[config.mk]
export PLATFORM = sky130hd
export DESIGN_NAME = utf8_stream_decoder_unit_flat
export DESIGN_NICKNAME = d
export VERILOG_FILES = /design/src/utf8_sd_pkg.sv /design/src/utf8_sd_if.sv /design/src/utf8_sd_core.sv /design/src/utf8_sd_outq.sv /design/src/utf8_stream_decoder_unit.sv /design/src/flat_wrapper.sv
export VERILOG_INCLUDE_DIRS = /design/src /design/src/src
export SDC_FILE = /design/constraint.sdc
export NUM_CORES = 1
export LEC_CHECK = 0
export ABC_AREA = 1
export BUFFER_PORTS_ARGS = -buffer_cell sky130_fd_sc_hd__buf_2
export CAP_MARGIN = 20
export CORE_MARGIN = 2
export CORE_UTILIZATION = 56
export CTS_CLUSTER_SIZE = 16
export DETAILED_ROUTE_END_ITERATION = 10
export PLACE_DENSITY = 0.81
export SYNTH_ARGS = -nofsm -noshare
export SYNTH_HDL_FRONTEND = slang
export SYNTH_SLANG_ARGS = --single-unit
[constraint.sdc]
create_clock -name i_clk -period 4.8 [get_ports i_clk]
set_input_delay 1.2 -clock i_clk [delete_from_list [all_inputs] [get_ports i_clk]]
set_output_delay 1.2 -clock i_clk [all_outputs]
set_load 0.02 [all_outputs]
[src/utf8_stream_decoder_unit_defines.svh]
// Assertion macros for the UTF-8 stream decoder unit.
// Depends on nothing; included by the top level.
`ifndef UTF8_STREAM_DECODER_UNIT_DEFINES_SVH
`define UTF8_STREAM_DECODER_UNIT_DEFINES_SVH

// same-cycle implication
`define UTF8_SD_ASSERT_NOW(label, clk, rst_n, ante, cons, msg) \
    label: assert property (@(posedge clk) disable iff (!rst_n) (ante) |-> (cons)) \
        else $error(msg);

// next-cycle implication
`define UTF8_SD_ASSERT_NEXT(label, clk, rst_n, ante, cons, msg) \
    label: assert property (@(posedge clk) disable iff (!rst_n) (ante) |=> (cons)) \
        else $error(msg);

`endif

[src/utf8_sd_pkg.sv]
// Shared types, constants and decode functions of the UTF-8 stream decoder.
// Depends on nothing; used by every other file but the defines header.
package utf8_sd_pkg;

    localparam int unsigned OUTQ_DEPTH = 4;

    localparam int unsigned BYTE_W = 8;
    localparam int unsigned UNIT_W = 31;

    localparam logic [UNIT_W-1:0] QMARK     = 31'h0000_003F;
    localparam logic [UNIT_W-1:0] BMP_MAX   = 31'h0000_FFFF;
    localparam logic [UNIT_W-1:0] SUPP_BASE = 31'h0001_0000;
    localparam logic [15:0]       HI_SURR   = 16'hD800;
    localparam logic [15:0]       LO_SURR   = 16'hDC00;

    typedef enum logic [1:0] {
        LK_ASCII,
        LK_INVALID,
        LK_LEAD
    } t_lead_kind;

    typedef struct packed {
        t_lead_kind kind;
        logic [2:0] cnt;
        logic [4:0] pay;
    } t_lead;

    typedef struct packed {
        logic [UNIT_W-1:0] code_unit;
        logic              run_last;
    } t_result;

    typedef struct packed {
        logic [1:0] count;
        t_result    res0;
        t_result    res1;
    } t_push;

    typedef struct packed {
        logic in_valid;
        logic advance;
    } t_core_status;

    function automatic t_lead decode_lead(input logic [BYTE_W-1:0] b);
        t_lead l;
        l.kind = LK_LEAD;
        l.cnt  = 3'd0;
        l.pay  = 5'd0;
        if (!b[7]) begin
            l.kind = LK_ASCII;
        end else if (b[7:5] == 3'b110) begin
            l.cnt = 3'd1;
            l.pay = b[4:0];
        end else if (b[7:4] == 4'b1110) begin
            l.cnt = 3'd2;
            l.pay = {1'b0, b[3:0]};
        end else if (b[7:3] == 5'b11110) begin
            l.cnt = 3'd3;
            l.pay = {2'b0, b[2:0]};
        end else if (b[7:2] == 6'b111110) begin
            l.cnt = 3'd4;
            l.pay = {3'b0, b[1:0]};
        end else if (b[7:1] == 7'b1111110) begin
            l.cnt = 3'd5;
            l.pay = {4'b0, b[0]};
        end else begin
            l.kind = LK_INVALID;
        end
        return l;
    endfunction

    function automatic logic [UNIT_W-1:0] min_for_len(input logic [2:0] len);
        logic [UNIT_W-1:0] m;
        case (len)
            3'd2:    m = 31'h0000_0080;
            3'd3:    m = 31'h0000_0800;
            3'd4:    m = 31'h0001_0000;
            3'd5:    m = 31'h0020_0000;
            3'd6:    m = 31'h0400_0000;
            default: m = '0;
        endcase
        return m;
    endfunction

endpackage

[src/utf8_sd_if.sv]
// Valid/ready channel interfaces for text bytes in and code units out.
// Depends on utf8_sd_pkg for field widths.
interface utf8_sd_byte_if;
    logic                             valid;
    logic                             ready;
    logic [utf8_sd_pkg::BYTE_W-1:0]   text_byte;
    logic                             end_of_text;
    modport source (output valid, text_byte, end_of_text, input ready);
    modport sink   (input valid, text_byte, end_of_text, output ready);
endinterface

interface utf8_sd_unit_if;
    logic                             valid;
    logic                             ready;
    logic [utf8_sd_pkg::UNIT_W-1:0]   code_unit;
    logic                             run_last;
    modport source (output valid, code_unit, run_last, input ready);
    modport sink   (input valid, code_unit, run_last, output ready);
endinterface

[src/utf8_sd_core.sv]
// Input register, sequence state and single-pass decode of one byte.
// Depends on utf8_sd_pkg and utf8_sd_byte_if.
module utf8_sd_core (
    input  logic                     i_clk,
    input  logic                     i_rst_n,
    input  logic                     i_cfg_we,
    input  logic                     i_cfg_wdata,
    utf8_sd_byte_if.sink             i_text,
    input  logic                     i_can_push2,
    output utf8_sd_pkg::t_push       o_push,
    output utf8_sd_pkg::t_core_status o_status
);

    logic                            r_utf16;
    logic                            r_in_valid;
    logic [utf8_sd_pkg::BYTE_W-1:0]  r_byte;
    logic                            r_eot;
    logic [2:0]                      r_left;
    logic [2:0]                      r_len;
    logic [utf8_sd_pkg::UNIT_W-1:0]  r_acc;

    logic [2:0]                      n_left;
    logic [2:0]                      n_len;
    logic [utf8_sd_pkg::UNIT_W-1:0]  n_acc;

    logic                            advance;
    utf8_sd_pkg::t_push              push;
    utf8_sd_pkg::t_lead              lead;
    logic [utf8_sd_pkg::UNIT_W-1:0]  acc_shift;
    logic [utf8_sd_pkg::UNIT_W-1:0]  fin_v;
    logic [utf8_sd_pkg::UNIT_W-1:0]  w;
    logic [utf8_sd_pkg::UNIT_W-1:0]  partial;
    logic [utf8_sd_pkg::UNIT_W-1:0]  start_val;
    logic                            is_cont;

    assign advance      = r_in_valid && i_can_push2;
    assign i_text.ready = !r_in_valid || advance;

    always_comb begin
        lead      = utf8_sd_pkg::decode_lead(r_byte);
        is_cont   = (r_byte[7:6] == 2'b10);
        acc_shift = {r_acc[utf8_sd_pkg::UNIT_W-7:0], r_byte[5:0]};
        fin_v     = (acc_shift < utf8_sd_pkg::min_for_len(r_len)) ? utf8_sd_pkg::QMARK
                                                                   : acc_shift;
        w         = fin_v - utf8_sd_pkg::SUPP_BASE;
        partial   = r_utf16 ? {15'b0, r_acc[15:0]} : r_acc;
        start_val = (lead.kind == utf8_sd_pkg::LK_ASCII) ? {23'b0, r_byte}
                                                          : utf8_sd_pkg::QMARK;
    end

    always_comb begin
        n_left = r_left;
        n_len  = r_len;
        n_acc  = r_acc;
        push   = '0;
        if (r_left != 3'd0 && is_cont) begin
            n_acc  = acc_shift;
            n_left = r_left - 3'd1;
            if (r_left == 3'd1) begin
                n_len = 3'd0;
                n_acc = '0;
                if (r_utf16 && fin_v > utf8_sd_pkg::BMP_MAX) begin
                    push.count          = 2'd2;
                    push.res0.code_unit = {15'b0, utf8_sd_pkg::HI_SURR | {6'b0, w[19:10]}};
                    push.res1.code_unit = {15'b0, utf8_sd_pkg::LO_SURR | {6'b0, w[9:0]}};
                end else begin
                    push.count          = 2'd1;
                    push.res0.code_unit = fin_v;
                end
            end
        end else begin
            if (r_left != 3'd0) begin
                push.count          = 2'd1;
                push.res0.code_unit = partial;
                n_left = 3'd0;
                n_len  = 3'd0;
                n_acc  = '0;
            end
            if (lead.kind == utf8_sd_pkg::LK_LEAD) begin
                n_left = lead.cnt;
                n_len  = lead.cnt + 3'd1;
                n_acc  = {26'b0, lead.pay};
            end else if (push.count == 2'd1) begin
                push.count          = 2'd2;
                push.res1.code_unit = start_val;
            end else begin
                push.count          = 2'd1;
                push.res0.code_unit = start_val;
            end
        end
        if (r_eot) begin
            n_left = 3'd0;
            n_len  = 3'd0;
            n_acc  = '0;
        end
        push.res0.run_last = (push.count == 2'd1);
        push.res1.run_last = (push.count == 2'd2);
        if (!advance) begin
            push.count = 2'd0;
        end
    end

    always_ff @(posedge i_clk) begin
        if (!i_rst_n) begin
            r_utf16    <= 1'b0;
            r_in_valid <= 1'b0;
            r_left     <= '0;
            r_len      <= '0;
            r_acc      <= '0;
        end else begin
            if (i_cfg_we) begin
                r_utf16 <= i_cfg_wdata;
            end
            if (i_text.ready) begin
                r_in_valid <= i_text.valid;
            end
            if (advance) begin
                r_left <= n_left;
                r_len  <= n_len;
                r_acc  <= n_acc;
            end
        end
    end

    always_ff @(posedge i_clk) begin
        if (i_text.valid && i_text.ready) begin
            r_byte <= i_text.text_byte;
            r_eot  <= i_text.end_of_text;
        end
    end

    assign o_push            = push;
    assign o_status.in_valid = r_in_valid;
    assign o_status.advance  = advance;

endmodule

[src/utf8_sd_outq.sv]
// Result queue: takes up to two code units per cycle, delivers one.
// Depends on utf8_sd_pkg and utf8_sd_unit_if.
module utf8_sd_outq #(
    parameter int unsigned DEPTH = utf8_sd_pkg::OUTQ_DEPTH
) (
    input  logic               i_clk,
    input  logic               i_rst_n,
    input  utf8_sd_pkg::t_push i_push,
    output logic               o_can_push2,
    utf8_sd_unit_if.source     o_unit
);

    localparam int unsigned PTR_W = $clog2(DEPTH);
    localparam int unsigned CNT_W = $clog2(DEPTH + 1);

    utf8_sd_pkg::t_result r_mem [DEPTH];
    logic [PTR_W-1:0]     r_wr_ptr;
    logic [PTR_W-1:0]     r_rd_ptr;
    logic [CNT_W-1:0]     r_count;

    logic [PTR_W-1:0]     n_wr_ptr;
    logic [PTR_W-1:0]     n_rd_ptr;
    logic [CNT_W-1:0]     n_count;
    logic [PTR_W-1:0]     wr_ptr1;
    logic                 pop;

    function automatic logic [PTR_W-1:0] ptr_inc(input logic [PTR_W-1:0] p);
        return (p == PTR_W'(DEPTH - 1)) ? '0 : p + PTR_W'(1);
    endfunction

    assign pop              = o_unit.valid && o_unit.ready;
    assign o_unit.valid     = (r_count != '0);
    assign o_unit.code_unit = r_mem[r_rd_ptr].code_unit;
    assign o_unit.run_last  = r_mem[r_rd_ptr].run_last;
    assign o_can_push2      = (r_count <= CNT_W'(DEPTH - 2));
    assign wr_ptr1          = ptr_inc(r_wr_ptr);

    always_comb begin
        case (i_push.count)
            2'd1:    n_wr_ptr = wr_ptr1;
            2'd2:    n_wr_ptr = ptr_inc(wr_ptr1);
            default: n_wr_ptr = r_wr_ptr;
        endcase
        n_rd_ptr = pop ? ptr_inc(r_rd_ptr) : r_rd_ptr;
        n_count  = r_count + CNT_W'(i_push.count) - CNT_W'(pop);
    end

    always_ff @(posedge i_clk) begin
        if (!i_rst_n) begin
            r_wr_ptr <= '0;
            r_rd_ptr <= '0;
            r_count  <= '0;
        end else begin
            r_wr_ptr <= n_wr_ptr;
            r_rd_ptr <= n_rd_ptr;
            r_count  <= n_count;
        end
    end

    always_ff @(posedge i_clk) begin
        if (i_push.count != 2'd0) begin
            r_mem[r_wr_ptr] <= i_push.res0;
        end
        if (i_push.count == 2'd2) begin
            r_mem[wr_ptr1] <= i_push.res1;
        end
    end

endmodule

[src/utf8_stream_decoder_unit.sv]
// UTF-8 stream decoder, one text byte per cycle. A byte is accepted into an
// input register and decoded combinationally against the pending sequence
// (2 to 6 byte forms), giving zero, one or two code units into a result queue;
// the first unit of a byte passes the input register and then the result
// queue before it is offered on the output. The rate is one byte per cycle as
// long as the output side takes one unit per cycle; a byte that yields two
// units (a surrogate pair, or a cut-off partial plus a new start) needs two
// output transfers, and decode holds whenever the result queue has fewer than
// two free entries. Depends on utf8_sd_pkg, the channel interfaces,
// utf8_sd_core, utf8_sd_outq and the defines header.
`include "utf8_stream_decoder_unit_defines.svh"

module utf8_stream_decoder_unit #(
    parameter int unsigned OUTQ_DEPTH = utf8_sd_pkg::OUTQ_DEPTH
) (
    input  logic           i_clk,
    input  logic           i_rst_n,
    input  logic           i_cfg_we,
    input  logic           i_cfg_wdata,
    utf8_sd_byte_if.sink   i_text,
    utf8_sd_unit_if.source o_unit
);

    utf8_sd_pkg::t_push        push;
    utf8_sd_pkg::t_core_status core_status;
    logic                      can_push2;

    utf8_sd_core u_core (
        .i_clk       (i_clk),
        .i_rst_n     (i_rst_n),
        .i_cfg_we    (i_cfg_we),
        .i_cfg_wdata (i_cfg_wdata),
        .i_text      (i_text),
        .i_can_push2 (can_push2),
        .o_push      (push),
        .o_status    (core_status)
    );

    utf8_sd_outq #(
        .DEPTH (OUTQ_DEPTH)
    ) u_outq (
        .i_clk       (i_clk),
        .i_rst_n     (i_rst_n),
        .i_push      (push),
        .o_can_push2 (can_push2),
        .o_unit      (o_unit)
    );

    `UTF8_SD_ASSERT_NOW(a_push_has_room, i_clk, i_rst_n, push.count != 2'd0, can_push2 && core_status.advance, "result push without queue room")
    `UTF8_SD_ASSERT_NOW(a_run_last_order, i_clk, i_rst_n, push.count == 2'd2, !push.res0.run_last && push.res1.run_last, "run_last misplaced on a two-unit transaction")
    `UTF8_SD_ASSERT_NEXT(a_accept_loads, i_clk, i_rst_n, i_text.valid && i_text.ready, core_status.in_valid, "accepted byte not held in input register")

endmodule
[src/flat_wrapper.sv]
// flat-port wrapper written by rule: the top's interface ports become plain ports
module utf8_stream_decoder_unit_flat 
#(
    parameter int unsigned OUTQ_DEPTH = utf8_sd_pkg::OUTQ_DEPTH
)
  (i_clk, i_rst_n, i_cfg_we, i_cfg_wdata, i_text_valid, i_text_text_byte, i_text_end_of_text, i_text_ready, o_unit_valid, o_unit_code_unit, o_unit_run_last, o_unit_ready);
  utf8_sd_byte_if i_text_i ();
  utf8_sd_unit_if o_unit_i ();
  input  logic i_clk;
  input  logic i_rst_n;
  input  logic i_cfg_we;
  input  logic i_cfg_wdata;
  input wire logic [$bits(i_text_i.valid)-1:0] i_text_valid;
  input wire logic [$bits(i_text_i.text_byte)-1:0] i_text_text_byte;
  input wire logic [$bits(i_text_i.end_of_text)-1:0] i_text_end_of_text;
  output wire logic [$bits(i_text_i.ready)-1:0] i_text_ready;
  output wire logic [$bits(o_unit_i.valid)-1:0] o_unit_valid;
  output wire logic [$bits(o_unit_i.code_unit)-1:0] o_unit_code_unit;
  output wire logic [$bits(o_unit_i.run_last)-1:0] o_unit_run_last;
  input wire logic [$bits(o_unit_i.ready)-1:0] o_unit_ready;
  assign i_text_i.valid = i_text_valid;
  assign i_text_i.text_byte = i_text_text_byte;
  assign i_text_i.end_of_text = i_text_end_of_text;
  assign i_text_ready = i_text_i.ready;
  assign o_unit_valid = o_unit_i.valid;
  assign o_unit_code_unit = o_unit_i.code_unit;
  assign o_unit_run_last = o_unit_i.run_last;
  assign o_unit_i.ready = o_unit_ready;
  utf8_stream_decoder_unit #(.OUTQ_DEPTH(OUTQ_DEPTH)) u_core (.i_clk(i_clk), .i_rst_n(i_rst_n), .i_cfg_we(i_cfg_we), .i_cfg_wdata(i_cfg_wdata), .i_text(i_text_i), .o_unit(o_unit_i));
endmodule
==> results of run 1 <==
power by group:
part	internal (mW)	switching [mW]	total, mW
sequential	1.80	0.103	1.91
combinational	0.593	1.36	1.96
clock	0.771	0.664	1.43
area by class of cell:
cell class,instances,area [um^2],share of cell area
sequential,185,4440,0.412
multi-input combinational,904,4440,0.413
tap,220,275,0.0256
inverter,104,413,0.0383
timing repair buffer,90,596,0.0553
clock inverter,13,154,0.0143
clock buffer,19,454,0.0422
final timing paths:
| path | start | endpoint |
|---|---|---|
| worst max-delay path | u_core.u_core.r_len[1] | u_core.u_outq.r_mem[0][11] |
| worst min-delay path | u_core.u_outq.r_mem[2][23] | u_core.u_outq.r_mem[2][23] |
| worst max register to register | u_core.u_core.r_len[1] | u_core.u_outq.r_mem[0][11] |
| worst min register to register | u_core.u_outq.r_mem[2][23] | u_core.u_outq.r_mem[2][23] |
tightest hold or removal path, stage by stage, from the launching register on:
cell     delay [ns]
dfxtp_1        0.31
nand2_1        0.06
nand2_1        0.04
flip-flops by register name, indices dropped and copies added (netlist names), named ones only:
name and count:
u_core.u_outq.r_rd_ptr 2, u_core.u_core.r_len 3, u_core.u_outq.r_mem 128, u_core.u_core.r_eot 1, u_core.u_core.r_utf16 1, u_core.u_core.r_in_valid 1
u_core.u_core.r_byte 8, u_core.u_outq.r_count 3, u_core.u_outq.r_wr_ptr 2, u_core.u_core.r_left 3, u_core.u_core.r_acc 31
per-layer routing:
layer  GRT usage  wire, um  up-vias  share of wire
met3      0.0522      2340       71          0.089
met2       0.477     12100      460           0.46
li1            -         -     4247              -
met5           0         0        -              0
met1       0.401     11300     4199           0.43
met4       0.115       615        0          0.023
through the flow:
step	util	area [um^2]	hold WS (ns)	worst slack (ns)
floorplan	-	9480	0.421	0.223
global placement	0.602	9980	0.431	0.403
detailed placement	0.602	9980	0.436	0.253
CTS	0.638	10600	0.453	0.220
global route	0.650	10800	0.470	-0.00202
finish	0.650	10800	0.448	0.485
cells by family after synthesis:
group                    synth area share
XOR/XNOR                          0.00462
adder cells (fa/ha/maj)            0.0338
flip-flops                          0.468
buffers and inverters              0.0663
AO/OA/AOI/OAI                       0.154
AND/OR/NAND/NOR                     0.273
layout by cell type, fill, tap and decap left out, drive strengths merged, types with 20 or more instances in the layout:
cell type	Yosys	final
nand2	425	425
nor2	128	128
dfxtp	112	112
inv	101	101
buf	14	90
o21ai	88	88
edfxtp	73	73
nand3	68	68
a21oi	48	48
o22ai	41	41
ha	24	24
a211oi	20	20
what timing repair did:
action | 4_1_cts | 5_1_grt
setup endpoints to repair | 0 | 185
resized for setup | 0 | 14
buffers inserted | 0 | 16
==> run_results.csv, run 1 <==
group,metric,value,unit
worst_setup_path,cp.depth,31,
worst_setup_path,cpPeakStageDelay,0.34,ns
clock_tree,cts_root_buf,"clkbuf_16",
power_and_ir_drop,total_power,5.30,mW
floorplanning,die_h,134,um
sta,skew,0.0102,ns
clock_tree,hold_buffers,0,
route,drc_errors,0,
yosys,yosysTopAreaCell,"dfxtp_1",
sta,fmax,232,MHz
hold_path,hp-class,"reg -> reg",
route,drt_iter0_markers,1111,
floorplanning,fp.dieW,134,um
sta,fin_crit,4.32,ns
worst_setup_path,path_max_fanout,12,
clock_tree,cts_tree,"done",
worst_setup_path,critPathCaptureType,"flop",
yosys,ys_types,47,
route,drt.antenna.violating_nets,0,
route,dr_total_vias,8977,
sta,finalCritPeriodShare,0.899,
global_route,antenna_found_initial,0,
worst_setup_path,crit_path_start_kind,"flop",
floorplanning,initial_core_util,0.572,
route,wire_per_inst,17.2,um
route,first_pass_iters,5,
worst_setup_path,path_buf_inv,7,
yosys,ys_warn_count,0,
final_layout,syn2layout_area_growth,13.6,%
yosys,synth_area,9480,um^2
route,viasPerCell,5.85,
sta,finalMaxSlewViolations,0,
yosys,synth_async_sr_flop_share,0,
sta,setup_tns,0,ns
global_route,overflow,0,
yosys,synth_edf_count,73,
worst_setup_path,path_class,"reg -> reg",
clock_tree,cts_max_level,4,
sta,finalHoldViolCount,0,
global_route,grt_max_degree,65,
worst_setup_path,cp_top_family,"simple AND/OR/NAND/NOR gates",
placement,place_hpwl,17300,um
clock_tree,clock_sinks,185,
power_and_ir_drop,p_leak,4.77,nW
power_and_ir_drop,ir_worst_vdd,0.281,mV
final_layout,nFillCells,1446,
worst_setup_path,reg2reg_depth,31,
yosys,yosys-top-cells-count,"nand2_1, nor2_1, dfxtp_1, inv_1, o21ai_0",
final_layout,drive_gt1_frac,0.129,
placement,dpl.cell_count,1487,
sta,maxSlewHeadroom,0.271,
placement,numPortBuffers,48,
clock_tree,clk_pin_slew,0.07,ns
floorplanning,ios,49,
job,cap_violations,0,
final_layout,antenna_cells,0,
worst_setup_path,worst_ep_arrival_time,4.63,ns
final_layout,final_net_count,1342,
power_and_ir_drop,power_density,492,nW/um^2
yosys,synth_seq_cells,185,
yosys,syn-num-nets,1292,
final_layout,fin_cells,1535,
yosys,yosysSeqAreaShare,0.468,
yosys,yosys-top-cells-area,"dfxtp_1, edfxtp_1, nand2_1",
global_route,grt_use_total,0.296,
hold_path,whs_path_depth,2,
floorplanning,die-area,18000,um^2
worst_setup_path,critPathRequiredTime,5.11,ns
global_route,grt_pass1_vias,8318,
worst_setup_path,reg2reg_setup_slack,0.48,ns
worst_setup_path,crit_top_cell,"nand2_1",
placement,gp_congestion,0.950,
clock_tree,numCtsBuffers,17,
route,wirelength,26400,um
yosys,syn_avg_cell_area,7.57,um^2
yosys,netlist_instances,1252,
yosys,synth-main-ff-cell,"dfxtp_1",
yosys,yosys.area.top_type_share,0.237,
sta,tightestPinTransition,1.08,ns
sta,finalSetupViolations,0,
worst_setup_path,crit_path_top_delay_cell,"dfxtp_1",
yosys,synth.most_common_cell,"nand2_1",
clock_tree,cts_buffer_depth,2,
clock_tree,insertion_delay,0.45,ns
outcome,status,"finished clean",
floorplanning,rows,47,
floorplanning,core,16600,um^2
global_route,grt_pass1_wl,42400,um
Note: power is estimated with default switching activity, not from simulation.
==> run 2: changes to the inputs <==
RECOVER_POWER = 50   (was unset)
==> run_results.csv, run 2 (synthesis gave the netlist of run 1 again) <==
group,metric,value,unit
floorplanning,initial_core_util,0.572,
global_route,grt_pass1_vias,8318,
placement,dp_slack,0.253,ns
power_and_ir_drop,net-switching-power,2.13,mW
sta,finalCritPeriodShare,0.906,
sta,maxSlewHeadroom,0.172,
worst_setup_path,crit_path_top_delay_cell,"buf_2",
route,wire_per_inst,17.2,um
clock_tree,clock_sinks,185,
clock_tree,cts_tree,"done",
route,wirelength,26300,um
final_layout,syn2layout_area_growth,13.0,%
global_route,overflow,0,
floorplanning,core,16600,um^2
power_and_ir_drop,switching_share,0.406,
final_layout,postLayoutCellArea,10700,um^2
power_and_ir_drop,ir_worst_vdd,0.275,mV
power_and_ir_drop,p_seq_frac,0.363,
final_layout,mostFrequentLayoutCell,"nand2_1",
global_route,antenna_found_initial,0,
worst_setup_path,worst_ep_arrival_time,4.43,ns
clock_tree,cts_root_buf,"clkbuf_16",
final_layout,drive_gt1_frac,0.102,
floorplanning,die-area,18000,um^2
final_layout,antenna_cells,0,
sta,fin_crit,4.35,ns
job,cap_violations,0,
worst_setup_path,critPathRequiredTime,4.88,ns
power_and_ir_drop,p_leak,4.66,nW
final_layout,largest-register,"u_core.u_outq.r_mem",
global_route,grt_use_total,0.296,
route,drt_iter0_markers,1070,
global_route,grt_max_degree,65,
placement,place_area,9980,um^2
placement,gp_congestion,0.950,
power_and_ir_drop,clkPwrFrac,0.272,
power_and_ir_drop,power_density,491,nW/um^2
sta,finalMaxSlewViolations,0,
final_layout,final_cell_mix,"nand2_1, nor2_1, dfxtp_1, inv_1, o21ai_0",
floorplanning,rows,47,
worst_setup_path,cpPeakStageDelay,0.43,ns
route,drt.antenna.violating_nets,0,
power_and_ir_drop,combPwrFrac,0.365,
worst_setup_path,path_buf_inv,5,
final_layout,top_regs,"u_core.u_outq.r_mem x128, u_core.u_core.r_acc x31, u_core.u_core.r_byte x8",
worst_setup_path,critPathCaptureType,"flop",
hold_path,hp-class,"reg -> reg",
sta,finalSetupViolations,0,
floorplanning,ios,49,
clock_tree,clk_pin_slew,0.07,ns
clock_tree,numCtsBuffers,17,
route,viasPerCell,5.85,
sta,skew,0.0113,ns
floorplanning,fp.dieW,134,um
clock_tree,cts_buffer_depth,2,
worst_setup_path,cp_top_family,"simple AND/OR/NAND/NOR gates",
worst_setup_path,crit_top_cell,"nand2_1",
route,drc_errors,0,
clock_tree,cts_max_level,4,
placement,numPortBuffers,48,
final_layout,largest_reg_flops,128,
sta,tightestPinTransition,1.24,ns
placement,place_hpwl,17300,um
floorplanning,die_h,134,um
global_route,grt_pass1_wl,42400,um
route,first_pass_iters,6,
sta,finalHoldViolCount,0,
final_layout,final_net_count,1342,
clock_tree,insertion_delay,0.44,ns
route,dr_total_vias,8973,
worst_setup_path,path_max_fanout,16,
worst_setup_path,crit_path_start_kind,"flop",
sta,fmax,230,MHz
sta,worst_slack,0.449,ns
outcome,status,"finished clean",
worst_setup_path,path_class,"reg -> reg",
power_and_ir_drop,p_int,3.12,mW
[run 2: changes by cell type in the layout (fill, tap and decap cells not counted)]
cell        previous run  this run
buf_2                 48        15
buf_4                 37        32
clkbuf_1               1        36
clkbuf_2               0         3
clkinvlp_2             0         1
clkinvlp_4             7         6
inv_1                 86        87
inv_2                  9         8
[run 2: power groups by stage]
stage	clock network (mW)	logic [mW]	registers, mW
finish	1.43	1.92	1.91
global route	1.50	2.08	1.92
CTS	1.44	1.87	1.90
detailed placement	0	1.86	1.94
global placement	0	1.83	1.93
floorplan	0	1.31	1.91
[run 2: timing repair]
item                       4_1_cts  5_1_grt
setup endpoints to repair        0      185
buffers inserted                 0       16
gates resized for setup          0       14
hold buffers                     0        0
[run 2: layout make-up]
class	instances	area (um^2)
clock buffers	19	454
clock inverters	13	154
fillers	1467	5870
inverters	104	410
multi-input cells	904	4440
flip-flops and latches	185	4440
well taps	220	275
repair buffers	90	539
[run 2: final timing paths]
path / from / end / slack (ns) / cells after the start
worst max-delay path: u_core.u_core.r_len[1] / u_core.u_outq.r_mem[2][1] / 0.45 / 27
worst min register to register: u_core.u_outq.r_mem[2][23] / u_core.u_outq.r_mem[2][23] / 0.45 / 2
worst min-delay path: u_core.u_outq.r_mem[2][23] / u_core.u_outq.r_mem[2][23] / 0.45 / 2
worst max register to register: u_core.u_core.r_len[1] / u_core.u_outq.r_mem[2][1] / 0.45 / 27
[run 2: worst min-delay path, cell delays in order (launching register included)]
cell and delay, ns:
dfxtp_1 0.31, nand2_1 0.06, nand2_1 0.04
[run 2: stage by stage]
| step | util | hold slack, ns | power, mW | cells | setup TNS [ns] |
|---|---|---|---|---|---|
| 2_1_floorplan | - | 0.421 | 3.22 | 1252 | 0 |
| 3_3_place_gp | 0.602 | 0.431 | 3.76 | 1487 | 0 |
| 3_5_place_dp | 0.602 | 0.436 | 3.79 | 1487 | 0 |
| 4_1_cts | 0.638 | 0.453 | 5.21 | 1519 | 0 |
| 5_1_grt | 0.646 | 0.471 | 5.50 | 1535 | -0.00202 |
| 6_report | 0.646 | 0.450 | 5.26 | 1535 | 0 |
[run 2: per-layer routing]
metal	part of all wire	GRT usage	vias to the layer above
li1	-	-	4244
met1	0.42	0.401	4178
met2	0.46	0.477	481
met3	0.092	0.0522	70
met4	0.025	0.115	0
met5	0	0	-
